==> src/hw/rtl/cascaded_bridge_sine_modulator_defines.svh <==
// assertion macros for the cascaded bridge sine modulator
// used by the top level only, no other dependencies
`ifndef CASCADED_BRIDGE_SINE_MODULATOR_DEFINES_SVH
`define CASCADED_BRIDGE_SINE_MODULATOR_DEFINES_SVH

// implication checked on every clock edge outside reset
`define CBSM_ASSERT(label, clk, rst_n, prop, msg) \
  label: assert property (@(posedge clk) disable iff (!rst_n) prop) else $error(msg);

// a stalled beat keeps its valid and payload
`define CBSM_ASSERT_HOLD(label, clk, rst_n, vld, rdy, sig, msg) \
  label: assert property (@(posedge clk) disable iff (!rst_n) \
    (vld) && !(rdy) |=> (vld) && $stable(sig)) else $error(msg);

`endif

==> src/hw/rtl/cbsm_pkg.sv <==
// shared types, constants and the sine table function for the modulator
// no dependencies
`default_nettype none
package cbsm_pkg;

  localparam int unsigned TableSize = 256;
  localparam int unsigned TableBits = $clog2(TableSize);

  localparam logic [2:0] RegMode = 3'd0;
  localparam logic [2:0] RegBsel = 3'd1;
  localparam logic [2:0] RegMidx = 3'd2;
  localparam logic [2:0] RegStep = 3'd3;
  localparam logic [2:0] RegPeriod = 3'd4;
  localparam logic [2:0] RegPticks = 3'd5;

  localparam logic [1:0] ModePsc = 2'd1;
  localparam logic [1:0] ModeAlt = 2'd2;
  localparam logic [1:0] BselOne = 2'd1;
  localparam logic [1:0] BselTwo = 2'd2;

  // ceil(0.2 * 2^31) and ceil(0.6 * 2^31)
  localparam logic signed [31:0] RefT1 = 32'sd429496730;
  localparam logic signed [31:0] RefT2 = 32'sd1288490189;

  typedef struct packed {
    logic [1:0]  mode;
    logic [1:0]  bsel;
    logic [15:0] midx;
    logic [23:0] step;
    logic [15:0] period;
    logic [15:0] pticks;
  } cfg_t;

  typedef struct packed {
    logic        valid;
    logic [15:0] cmp_b1_a;
    logic [15:0] cmp_b1_b;
    logic [15:0] cmp_b2_a;
    logic [15:0] cmp_b2_b;
    logic        high_sides_on;
    logic [2:0]  level;
    logic        precharge_done;
  } result_t;

  // quarter sine in Q15, fixed-point taylor series, evaluated at elaboration
  function automatic logic [15:0] quarter_sine(longint unsigned u);
    longint unsigned x, x2, term, sum, r;
    x = (64'd1686629713 * u) >> TableBits;
    x2 = (x * x) >> 30;
    term = x;
    sum = x;
    term = ((term * x2) >> 30) / 64'd6;
    sum = sum - term;
    term = ((term * x2) >> 30) / 64'd20;
    sum = sum + term;
    term = ((term * x2) >> 30) / 64'd42;
    sum = sum - term;
    term = ((term * x2) >> 30) / 64'd72;
    sum = sum + term;
    term = ((term * x2) >> 30) / 64'd110;
    sum = sum - term;
    term = ((term * x2) >> 30) / 64'd156;
    sum = sum + term;
    term = ((term * x2) >> 30) / 64'd210;
    sum = sum - term;
    r = (sum + 64'd16384) >> 15;
    if (r > 64'd32767) r = 64'd32767;
    return r[15:0];
  endfunction

  function automatic logic [15:0] sine_entry(longint unsigned i);
    longint unsigned u, n;
    logic neg;
    logic [15:0] v;
    n = longint'(TableSize);
    u = 4 * i;
    neg = 1'b0;
    if (u >= 2 * n) begin
      neg = 1'b1;
      u = u - 2 * n;
    end
    if (u > n) u = 2 * n - u;
    v = quarter_sine(u);
    return neg ? 16'(17'h10000 - {1'b0, v}) : v;
  endfunction

endpackage
`default_nettype wire

==> src/hw/rtl/cbsm_if.sv <==
// valid/ready channel carrying one payload beat
// depends on nothing
`default_nettype none
interface cbsm_if #(
  parameter type payload_t = logic
);
  logic     valid;
  logic     ready;
  payload_t data;
  modport source (output valid, output data, input ready);
  modport sink (input valid, input data, output ready);
endinterface
`default_nettype wire

==> src/hw/rtl/cascaded_bridge_sine_modulator.sv <==
// five-level cascaded h-bridge sine modulator, top level
// depends on cbsm_pkg, cbsm_if, cbsm_regs, cbsm_core and the defines header
//
// usage: one beat on the tick channel per carrier period, payload
// precharge_armed. each tick beat yields exactly one result beat with the
// four leg compares, high_sides_on, level and precharge_done.
// each tick runs the sequencer through the rom read, then steps the single shared
// multiplier through the reference product, three period scalings and
// the two phase-shifted duty products; a new tick is taken only once the
// sequencer is back in idle.
// the tick channel is ready whenever the sequencer is idle; a result beat
// that waits holds the sequencer in its last step, so a stalled receiver
// holds off further ticks and nothing is dropped.
// reset: phase, precharge count and flags clear, high sides enabled, the
// registers take their documented values. no clearing pass is needed.
// registers are written through the apb port at byte address 4*index;
// write them only while the block is idle, which the block does not enforce.
//
`include "cascaded_bridge_sine_modulator_defines.svh"
`default_nettype none
module cascaded_bridge_sine_modulator
  import cbsm_pkg::*;
(
  input  wire logic        clk_i,
  input  wire logic        rst_ni,
  input  wire logic        psel,
  input  wire logic        penable,
  input  wire logic        pwrite,
  input  wire logic [4:0]  paddr,
  input  wire logic [31:0] pwdata,
  output logic [31:0]      prdata,
  output logic             pready,
  cbsm_if.sink             tick_in,
  cbsm_if.source           res_out
);
  cfg_t cfg;
  result_t res;

  cbsm_regs u_regs (
    .clk_i, .rst_ni, .psel, .penable, .pwrite, .paddr, .pwdata, .prdata, .pready,
    .cfg_o(cfg)
  );

  cbsm_core u_core (
    .clk_i, .rst_ni,
    .cfg_i(cfg),
    .in_valid_i(tick_in.valid),
    .in_armed_i(tick_in.data),
    .in_ready_o(tick_in.ready),
    .res_valid_o(res_out.valid),
    .res_ready_i(res_out.ready),
    .res_o(res)
  );
  assign res_out.data = res;

  `CBSM_ASSERT(a_single_tick, clk_i, rst_ni,
    (tick_in.valid && tick_in.ready |=> !tick_in.ready), "tick taken while busy")
  `CBSM_ASSERT_HOLD(a_result_holds, clk_i, rst_ni, res_out.valid, res_out.ready,
    res_out.data, "result changed under stall")
  `CBSM_ASSERT(a_precharge_hs_off, clk_i, rst_ni,
    (res_out.valid && res.valid && !res.precharge_done |-> !res.high_sides_on),
    "high sides on during precharge")
endmodule
`default_nettype wire

==> src/hw/rtl/cbsm_regs.sv <==
// apb-style configuration register file
// depends on cbsm_pkg
`default_nettype none
module cbsm_regs
  import cbsm_pkg::*;
(
  input  wire logic        clk_i,
  input  wire logic        rst_ni,
  input  wire logic        psel,
  input  wire logic        penable,
  input  wire logic        pwrite,
  input  wire logic [4:0]  paddr,
  input  wire logic [31:0] pwdata,
  output logic [31:0]      prdata,
  output logic             pready,
  output cfg_t             cfg_o
);
  cfg_t cfg_q, cfg_d;
  logic [2:0] idx;
  assign idx = paddr[4:2];
  assign pready = 1'b1;
  assign cfg_o = cfg_q;

  always_comb begin
    cfg_d = cfg_q;
    if (psel && penable && pwrite) begin
      unique case (idx)
        RegMode:   cfg_d.mode = pwdata[1:0];
        RegBsel:   cfg_d.bsel = pwdata[1:0];
        RegMidx:   cfg_d.midx = pwdata[15:0];
        RegStep:   cfg_d.step = pwdata[23:0];
        RegPeriod: cfg_d.period = pwdata[15:0];
        RegPticks: cfg_d.pticks = pwdata[15:0];
        default: ;
      endcase
    end
  end

  always_comb begin
    unique case (idx)
      RegMode:   prdata = {30'd0, cfg_q.mode};
      RegBsel:   prdata = {30'd0, cfg_q.bsel};
      RegMidx:   prdata = {16'd0, cfg_q.midx};
      RegStep:   prdata = {8'd0, cfg_q.step};
      RegPeriod: prdata = {16'd0, cfg_q.period};
      RegPticks: prdata = {16'd0, cfg_q.pticks};
      default:   prdata = 32'd0;
    endcase
  end

  always_ff @(posedge clk_i or negedge rst_ni) begin
    if (!rst_ni) begin
      cfg_q <= '{mode: 2'd0, bsel: 2'd0, midx: 16'd52429, step: 24'd167772,
                 period: 16'd6399, pticks: 16'd30};
    end else begin
      cfg_q <= cfg_d;
    end
  end
endmodule
`default_nettype wire

==> src/hw/rtl/cbsm_core.sv <==
// tick sequencer around one shared 33x18 multiplier
// depends on cbsm_pkg
`default_nettype none
module cbsm_core
  import cbsm_pkg::*;
(
  input  wire logic clk_i,
  input  wire logic rst_ni,
  input  cfg_t      cfg_i,
  input  wire logic in_valid_i,
  input  wire logic in_armed_i,
  output logic      in_ready_o,
  output logic      res_valid_o,
  input  wire logic res_ready_i,
  output result_t   res_o
);
  typedef enum logic [7:0] {
    StIdle  = 8'b0000_0001,
    StRom   = 8'b0000_0010,
    StRef   = 8'b0000_0100,
    StHi    = 8'b0000_1000,
    StLo    = 8'b0001_0000,
    StNeu   = 8'b0010_0000,
    StDa    = 8'b0100_0000,
    StDb    = 8'b1000_0000
  } state_e;

  localparam int unsigned PhW = TableBits + 16;

  logic [15:0] rom [TableSize];
  for (genvar g = 0; g < TableSize; g++) begin : g_rom
    assign rom[g] = sine_entry(longint'(g));
  end

  state_e state_q, state_d;
  logic [PhW-1:0] phase_q;
  logic [15:0] pcount_q, pcount_d;
  logic pdone_q, pdone_d, hse_q, hse_d, alt_q, alt_d, armed_q;
  logic [2:0] lvl_q, lvl_d, altprev_q, altprev_d;
  logic [15:0] sample_q;
  logic signed [31:0] ref_q;
  logic [15:0] hi_q, lo_q, neu_q, da_q;
  logic out_full_q, out_full_d;
  result_t res_q, res_d;
  logic fire;
  logic run;

  // shared multiplier: 33-bit operand by 18-bit operand
  logic signed [32:0] ma;
  logic signed [17:0] mb;
  logic signed [50:0] mp;
  assign mp = ma * mb;

  logic signed [32:0] na, nb;
  assign na = 33'sd2147483648 + 33'(ref_q);
  assign nb = 33'sd2147483648 - 33'(ref_q);

  always_comb begin
    ma = '0;
    mb = '0;
    unique case (state_q)
      StRef: begin ma = 33'(signed'(sample_q)); mb = signed'({2'b0, cfg_i.midx}); end
      // 19/20 ~ 62259/65536 with a correction below, 1/100 via 41944/2^22
      StHi:  begin ma = signed'({17'd0, cfg_i.period}); mb = 18'sd62259; end
      StLo:  begin ma = signed'({17'd0, cfg_i.period}); mb = 18'sd41944; end
      StNeu: begin ma = signed'({17'd0, cfg_i.period}); mb = 18'sd52429; end
      StDa:  begin ma = na; mb = signed'({2'b0, cfg_i.period}); end
      StDb:  begin ma = nb; mb = signed'({2'b0, cfg_i.period}); end
      default: ;
    endcase
  end

  // exact-floor corrections for the reciprocal products
  logic [20:0] p19;
  logic [16:0] q19, q100, q20;
  always_comb begin
    p19 = 21'(cfg_i.period) * 21'd19;
    q19 = 17'(mp[50:16]);
    if (21'({q19, 4'b0}) + 21'({q19, 2'b0}) > p19 && q19 != 0) q19 = q19 - 1'b1;
    if (21'({q19, 4'b0}) + 21'({q19, 2'b0}) + 21'd20 <= p19) q19 = q19 + 1'b1;
    q100 = 17'(mp[50:22]);
    if (24'(q100) * 24'd100 > 24'(cfg_i.period) && q100 != 0) q100 = q100 - 1'b1;
    if (24'(q100) * 24'd100 + 24'd100 <= 24'(cfg_i.period)) q100 = q100 + 1'b1;
    q20 = 17'(mp[50:20]);
    if (24'(q20) * 24'd20 > 24'(cfg_i.period) && q20 != 0) q20 = q20 - 1'b1;
    if (24'(q20) * 24'd20 + 24'd20 <= 24'(cfg_i.period)) q20 = q20 + 1'b1;
  end

  logic [15:0] pscv;
  always_comb begin
    pscv = 16'(mp[47:32]);
    if (pscv < neu_q) pscv = neu_q;
    if (pscv > hi_q) pscv = hi_q;
  end

  function automatic logic [2:0] quant(logic signed [31:0] r);
    if (r >= RefT2) return 3'sd2;
    if (r >= RefT1) return 3'sd1;
    if (r <= -RefT2) return -3'sd2;
    if (r <= -RefT1) return -3'sd1;
    return 3'd0;
  endfunction

  function automatic logic [31:0] legs(logic signed [2:0] b, logic [15:0] h, logic [15:0] l);
    if (b > 0) return {h, l};
    if (b < 0) return {l, h};
    return {l, l};
  endfunction

  logic [2:0] lv;
  logic alt_n;
  logic signed [2:0] b1, b2;
  always_comb begin
    lv = quant(ref_q);
    alt_n = alt_q;
    if (cfg_i.mode == ModeAlt && lv != altprev_q &&
        (lv == 3'sd1 || lv == -3'sd1)) alt_n = ~alt_q;
    if ($signed(lv) == 3'sd2) begin b1 = 3'sd1; b2 = 3'sd1; end
    else if ($signed(lv) == -3'sd2) begin b1 = -3'sd1; b2 = -3'sd1; end
    else if (lv == 3'd0) begin b1 = 3'sd0; b2 = 3'sd0; end
    else if (cfg_i.mode == ModeAlt && alt_n) begin b1 = 3'sd0; b2 = $signed(lv); end
    else begin b1 = $signed(lv); b2 = 3'sd0; end
    if (cfg_i.bsel == BselOne) b2 = 3'sd0;
    else if (cfg_i.bsel == BselTwo) b1 = 3'sd0;
  end

  logic [PhW:0] ph_sum;
  assign ph_sum = {1'b0, phase_q} + (PhW+1)'(cfg_i.step);
  logic [15:0] pc_inc;
  assign pc_inc = pcount_q + 16'd1;

  // last step waits while the previous result beat is still held
  assign fire = (state_q == StDb) && (!out_full_q || res_ready_i);
  assign in_ready_o = (state_q == StIdle);
  assign res_valid_o = out_full_q;
  assign res_o = res_q;

  always_comb begin
    state_d = state_q;
    unique case (state_q)
      StIdle: if (in_valid_i && in_ready_o) state_d = StRom;
      StRom:  state_d = StRef;
      StRef:  state_d = StHi;
      StHi:   state_d = StLo;
      StLo:   state_d = StNeu;
      StNeu:  state_d = StDa;
      StDa:   state_d = StDb;
      StDb:   if (fire) state_d = StIdle;
      default: state_d = StIdle;
    endcase
  end

  always_comb begin
    out_full_d = out_full_q;
    if (out_full_q && res_ready_i) out_full_d = 1'b0;
    if (fire) out_full_d = 1'b1;
  end

  // precharge bookkeeping and the result of one tick
  always_comb begin
    pcount_d = pcount_q;
    pdone_d = pdone_q;
    hse_d = hse_q;
    lvl_d = lvl_q;
    alt_d = alt_q;
    altprev_d = altprev_q;
    res_d = '0;
    run = 1'b1;
    if (!armed_q) begin
      pcount_d = '0;
      pdone_d = 1'b0;
      run = 1'b0;
    end else begin
      res_d.valid = 1'b1;
      if (!pdone_q) begin
        pcount_d = pc_inc;
        hse_d = 1'b0;
        if (pc_inc < cfg_i.pticks) run = 1'b0;
        else begin
          hse_d = 1'b1;
          pdone_d = 1'b1;
        end
      end
    end
    if (run) begin
      lvl_d = lv;
      if (cfg_i.mode == ModePsc) begin
        res_d.cmp_b1_a = da_q;
        res_d.cmp_b1_b = pscv;
        res_d.cmp_b2_a = da_q;
        res_d.cmp_b2_b = pscv;
        if (cfg_i.bsel == BselOne) begin
          res_d.cmp_b2_a = lo_q;
          res_d.cmp_b2_b = lo_q;
        end else if (cfg_i.bsel == BselTwo) begin
          res_d.cmp_b1_a = lo_q;
          res_d.cmp_b1_b = lo_q;
        end
      end else begin
        if (cfg_i.mode == ModeAlt) begin
          alt_d = alt_n;
          altprev_d = lv;
        end
        {res_d.cmp_b1_a, res_d.cmp_b1_b} = legs(b1, hi_q, lo_q);
        {res_d.cmp_b2_a, res_d.cmp_b2_b} = legs(b2, hi_q, lo_q);
      end
    end
    res_d.high_sides_on = hse_d;
    res_d.level = lvl_d;
    res_d.precharge_done = pdone_d;
  end

  always_ff @(posedge clk_i or negedge rst_ni) begin
    if (!rst_ni) begin
      state_q <= StIdle;
      phase_q <= '0;
      pcount_q <= '0;
      pdone_q <= 1'b0;
      hse_q <= 1'b1;
      alt_q <= 1'b0;
      lvl_q <= '0;
      altprev_q <= '0;
      out_full_q <= 1'b0;
      armed_q <= 1'b0;
    end else begin
      state_q <= state_d;
      out_full_q <= out_full_d;
      if (in_valid_i && in_ready_o) begin
        armed_q <= in_armed_i;
        phase_q <= ph_sum[PhW-1:0];
      end
      if (fire) begin
        pcount_q <= pcount_d;
        pdone_q <= pdone_d;
        hse_q <= hse_d;
        lvl_q <= lvl_d;
        alt_q <= alt_d;
        altprev_q <= altprev_d;
      end
    end
  end

  // payload registers of the datapath
  always_ff @(posedge clk_i) begin
    unique case (state_q)
      StRom: sample_q <= rom[phase_q[PhW-1:16]];
      StRef: ref_q <= 32'(mp);
      StHi:  hi_q <= q19[15:0];
      StLo:  lo_q <= q100[15:0];
      StNeu: neu_q <= q20[15:0];
      StDa:  da_q <= pscv;
      default: ;
    endcase
    if (fire) res_q <= res_d;
  end
endmodule
`default_nettype wire

==> src/flat_wrapper.sv <==
// flat-port wrapper written by rule: the top's interface ports become plain ports
module cascaded_bridge_sine_modulator_flat import cbsm_pkg::*;
  (clk_i, rst_ni, psel, penable, pwrite, paddr, pwdata, prdata, pready, tick_in_valid, tick_in_data, tick_in_ready, res_out_valid, res_out_data, res_out_ready);
  cbsm_if #(.payload_t(logic)) tick_in_i ();
  cbsm_if #(.payload_t(result_t)) res_out_i ();
  input  wire logic clk_i;
  input  wire logic rst_ni;
  input  wire logic psel;
  input  wire logic penable;
  input  wire logic pwrite;
  input  wire logic [4:0] paddr;
  input  wire logic [31:0] pwdata;
  output logic [31:0] prdata;
  output logic pready;
  input wire logic [$bits(tick_in_i.valid)-1:0] tick_in_valid;
  input wire logic [$bits(tick_in_i.data)-1:0] tick_in_data;
  output wire logic [$bits(tick_in_i.ready)-1:0] tick_in_ready;
  output wire logic [$bits(res_out_i.valid)-1:0] res_out_valid;
  output wire logic [$bits(res_out_i.data)-1:0] res_out_data;
  input wire logic [$bits(res_out_i.ready)-1:0] res_out_ready;
  assign tick_in_i.valid = tick_in_valid;
  assign tick_in_i.data = tick_in_data;
  assign tick_in_ready = tick_in_i.ready;
  assign res_out_valid = res_out_i.valid;
  assign res_out_data = res_out_i.data;
  assign res_out_i.ready = res_out_ready;
  cascaded_bridge_sine_modulator u_core (.clk_i(clk_i), .rst_ni(rst_ni), .psel(psel), .penable(penable), .pwrite(pwrite), .paddr(paddr), .pwdata(pwdata), .prdata(prdata), .pready(pready), .tick_in(tick_in_i), .res_out(res_out_i));
endmodule
==> config.mk <==
export PLATFORM = sky130hd
export DESIGN_NAME = cascaded_bridge_sine_modulator_flat
export DESIGN_NICKNAME = d
export VERILOG_FILES = /design/src/hw/rtl/cbsm_pkg.sv /design/src/hw/rtl/cbsm_if.sv /design/src/hw/rtl/cascaded_bridge_sine_modulator.sv /design/src/hw/rtl/cbsm_regs.sv /design/src/hw/rtl/cbsm_core.sv /design/src/flat_wrapper.sv
export VERILOG_INCLUDE_DIRS = /design/src /design/src/hw/rtl
export SDC_FILE = /design/constraint.sdc
export NUM_CORES = 2
export LEC_CHECK = 0
export ABC_AREA = 1
export ABC_CLOCK_PERIOD_IN_PS = 17900
export BUFFER_PORTS_ARGS = -buffer_cell sky130_fd_sc_hd__buf_2
export CAP_MARGIN = 20
export CORE_MARGIN = 2
export CORE_UTILIZATION = 45
export DETAILED_ROUTE_END_ITERATION = 8
export GPL_TIMING_DRIVEN = 0
export PLACE_DENSITY = 0.75
export SETUP_SLACK_MARGIN = 0.4
export SYNTH_ARGS = -nofsm -noshare
export SYNTH_HDL_FRONTEND = slang
export SYNTH_SLANG_ARGS = --single-unit
==> constraint.sdc <==
create_clock -name clk_i -period 17.9 [get_ports clk_i]
set_clock_uncertainty 0.05 [all_clocks]
set_input_delay 2.685 -clock clk_i [delete_from_list [all_inputs] [get_ports clk_i]]
set_output_delay 2.685 -clock clk_i [all_outputs]
set_load 0.02 [all_outputs]
==> metrics.md <==
| Metric | Value |
|---|---|
| Most frequent cells in the layout | `1603 x nand2_1, 1467 x inv_1, 625 x nor2_1` |
| Critical Path End Type | `flip-flop` |
| Synth Area in XOR/XNOR | `4.110%` |
| Clock sinks | `317` |
| Initial Util | `45.20%` |
| Worst-Margin Slew | `1.146 ns` |
| Critical Path RT | `18.25 ns` |
| Mapped Area | `0.05495 mm2` |
| FF-to-FF path depth | `85` |
| Clk slew on worst S/H paths | `0.06 ns` |
| CP max FO | `7` |
| R2r endpoint | `u_core.u_core.lo_q[3]$_DFFE_PN_` |
| Yosys warnings | `0` |
| Post-synth EDFFs | `182` |
| Worst Hold Launch | `u_core.u_regs.cfg_o[49]$_DFFE_PN1P_` |
| Internal reg-to-reg setup slack | `0.62 ns` |
| Slew Viols, Final | `0` |
| Combinational group share of total power | `64.1%` |
| Seq/Total Area, Yosys | `16.17%` |
| WHS Path Cells | `2` |
| Largest family of logic cells by synthesized area | `adder cells` |
| Gate Count Post-Synth | `7570` |
| Power Density | `80.19 mW/mm2` |
| Mux cell area share after synthesis | `0.04099%` |
| Hpwl dp | `180500 um` |
| WP buf/inv | `20` |
| Most common cell on crit path | `inv_1` |
| Proportion of layout cells with a drive suffix above 1 | `10.77%` |
| Root Driver | `clkbuf_16` |
| Num ports | `150` |
| Die height | `353.4 um` |
| Total wire length | `225300 um` |
| Wire per inst | `23.53 um` |
| Fillers | `11700` |
| Most common cell after layout, fill and taps aside | `nand2_1` |
| CP startpoint kind | `flip-flop` |
| Gr usage total | `35.29%` |
| Slowest cell on the critical path | `fa_2` |
| GP Congestion | `1.118` |
| Number of antenna violations at the first check in global routing | `10` |
| Largest cells by area after synthesis | `fa_1 20%, ha_1 13%, nand2_1 11%, inv_1 10%, edfxtp_1 9.9%` |
| Core area | `0.1216 mm2` |
| Family with the most delay on the worst path | `adder cells` |
| Post-route setup slack | `0.6190 ns` |
| First-pass GRT wire length | `335100 um` |
| Standard-cell rows | `128` |
| Clock share of power | `15.9%` |
| Number of synthesized register bits | `317` |
| Synth async-reset ratio | `42.59%` |
| Post-Syn Area per Cell | `7.259 um2` |
| Critical path arrival | `17.63 ns` |
| RSZ-0062 raised after global routing | `yes` |
| Hold EP | `u_core.u_regs.cfg_o[49]$_DFFE_PN1P_` |
| LEAKAGE | `32.15 nW` |
| Hold Crit Class | `flip-flop to flip-flop` |
| Vias | `55450` |
| Final Util | `51.38%` |
| Critical Path Max Stage Delay | `0.63 ns` |
| Pre-CTS WS | `-3.646 ns` |
| # DRC | `0` |
| Psw | `2.808 mW` |
| Clock Path Buffers | `3` |
| Peak Freq | `57.87 MHz` |
| Adder-cell share of the synthesized area | `32.71%` |
| Rel. slew slack | `23.63%` |
| H-tree depth | `2` |
| Leading area contributor after synthesis | `fa_1` |
| Setup TNS Final | `0 ns` |
| Pint | `2.200 mW` |
| Congestion Overflow GR | `0` |
| Fin area | `0.06246 mm2` |
| Post-DP Area | `0.05821 mm2` |
| Synth Area in Simple Gates | `23.18%` |
| Number of max-cap violations | `0` |
| Synth top area share | `19.71%` |
| Status | `complete, no violations` |
| Detail Route Antenna Nets | `0` |
| Initial DRC Count | `6711` |
| Setup CP Type | `flip-flop to flip-flop` |
| Sw Share | `56.07%` |
| Non-Filler Instances | `9577` |
| Placed cells | `9363` |
| Period utilization | `96.54%` |
| Reg power frac | `20.0%` |
| Tmin final | `17.28 ns` |
| Vias in the first global route | `54680` |
| Nets@finish | `9073` |
| Synth Flop Type | `edfxtp_1` |
| Synth cell types | `75` |
| Clock Latency Late Sink | `0.59 ns` |
| Die Width | `353.4 um` |
| Pin count of the biggest net entering global routing | `73` |
| Final setup fails | `0` |
| PortBufs | `129` |
| Num CTS Buffers | `38` |
| Pre-Repair DR Iteration Count | `8` |
| Die ar. | `0.1249 mm2` |
| Synth-to-Final Area Change | `13.66%` |
| CTS tree | `yes` |
| Max VDD drop | `0.00009519 V` |
| Worst r2r src | `u_core.u_core.ref_q[3]$_DFFE_PN_` |
| Final hold violation count | `0` |
| Compound-Gate Fraction of Synth Area | `11.62%` |
| DR vias/cell | `5.790` |
## cells by family (layout without fill, tap and decap cells)
| group | Yosys count | in the layout |
|---|---|---|
| xor+xnor | 257 | 257 |
| flops | 317 | 317 |
| other cells | 2 | 16 |
| compound gates | 1098 | 1098 |
| mux | 2 | 2 |
| simple gates | 3036 | 3036 |
| buf+inv | 1746 | 2114 |
| fa+ha+maj | 1112 | 1112 |
## worst max path at each step
stage                                              start                              end  depth (start not counted)
floorplan           u_core.u_core.state_q[3]$_DFFE_PN0P_  u_core.u_core.lo_q[9]$_DFFE_PN_                         76
global placement    u_core.u_core.state_q[3]$_DFFE_PN0P_  u_core.u_core.lo_q[8]$_DFFE_PN_                         76
detailed placement  u_core.u_core.state_q[6]$_DFFE_PN0P_  u_core.u_core.lo_q[8]$_DFFE_PN_                         78
CTS                     u_core.u_core.ref_q[0]$_DFFE_PN_  u_core.u_core.lo_q[8]$_DFFE_PN_                         88
global route            u_core.u_core.ref_q[1]$_DFFE_PN_  u_core.u_core.lo_q[8]$_DFFE_PN_                         83
finish                  u_core.u_core.ref_q[3]$_DFFE_PN_  u_core.u_core.lo_q[3]$_DFFE_PN_                         85
## through the flow
stage / total power, mW / hold slack [ns]
final: 5.008 / 0.4345
after global routing: 5.208 / 0.4641
after CTS: 4.776 / 0.4343
after detailed placement: 3.928 / 0.4229
after global placement: 3.942 / 0.4119
after floorplan: 2.712 / 0.3983
## worst min-delay path: stages (launching register included)
cell	delay [ns]
dfstp_2	0.37
inv_1	0.06
a21oi_1	0.06
## per-layer routing
layer | track usage [%] | routed length [um]
met1 | 48.37 | 91510
met3 | 8.546 | 26160
met2 | 52.47 | 95280
met5 | 0 | 11
met4 | 16.39 | 12360
## synthesized netlist by cell type (9+ instances only)
master / instances
a211oi_1: 21
a21boi_0: 9
a21o_1: 21
a21oi_1: 402
a221oi_1: 19
a22oi_1: 22
a31oi_1: 45
and2_1: 22
buf_1: 14
buf_2: 18
buf_4: 18
clkbuf_1: 172
clkinv_1: 17
dfrtp_1: 100
dfstp_2: 35
edfxtp_1: 182
fa_1: 541
ha_1: 571
inv_1: 1498
nand2_1: 1660
nand2_2: 16
nand3_1: 388
nand3b_1: 10
nand4_1: 122
nor2_1: 666
nor3_1: 81
nor4_1: 24
o2111ai_1: 10
o211ai_1: 33
o21a_1: 15
o21ai_0: 361
o21ai_1: 9
o21bai_1: 24
o221ai_1: 28
o22ai_1: 18
o311ai_0: 13
o31ai_1: 10
xnor2_1: 64
xor2_1: 192
## sequential cells by signal (all words and copies together) (netlist names), 3 cells and up
signal	cells
u_core.u_core.altprev_q	3
u_core.u_core.da_q	16
u_core.u_core.hi_q	16
u_core.u_core.lo_q	16
u_core.u_core.lvl_q	3
u_core.u_core.neu_q	16
u_core.u_core.pcount_q	16
u_core.u_core.phase_q	24
u_core.u_core.ref_q	32
u_core.u_core.res_o	70
u_core.u_core.sample_q	16
u_core.u_core.state_q	8
u_core.u_regs.cfg_o	76
## power by group through the flow
stage	logic, mW	clock network, mW	registers (mW)
floorplan	1.76	0	0.956
finish	3.21	0.795	1.00
detailed placement	2.92	0	1.00
global route	3.37	0.831	1.01
CTS	2.98	0.805	0.992
global placement	2.94	0	1.00
## timing repair
item,in CTS,in global routing
pin swaps,26,105
buffers inserted,47,87
gates resized for setup,183,348
hold buffers,0,0
gates cloned,1,2
setup endpoints to repair,48,48
## layout make-up
cell class | count | area (um2) | area share (%)
antenna | 7 | 17.52 | 0.02805
buffer | 226 | 1142 | 1.829
clock buffer | 52 | 1065 | 1.705
clock inverter | 17 | 188.9 | 0.3025
inverter | 1520 | 5812 | 9.305
multi-input combinational | 5514 | 41130 | 65.86
sequential | 317 | 8887 | 14.23
tap | 1625 | 2033 | 3.255
timing repair buffer | 298 | 2172 | 3.478
timing repair inverter | 1 | 5.005 | 0.008013
(Power assumes the default switching activity.)
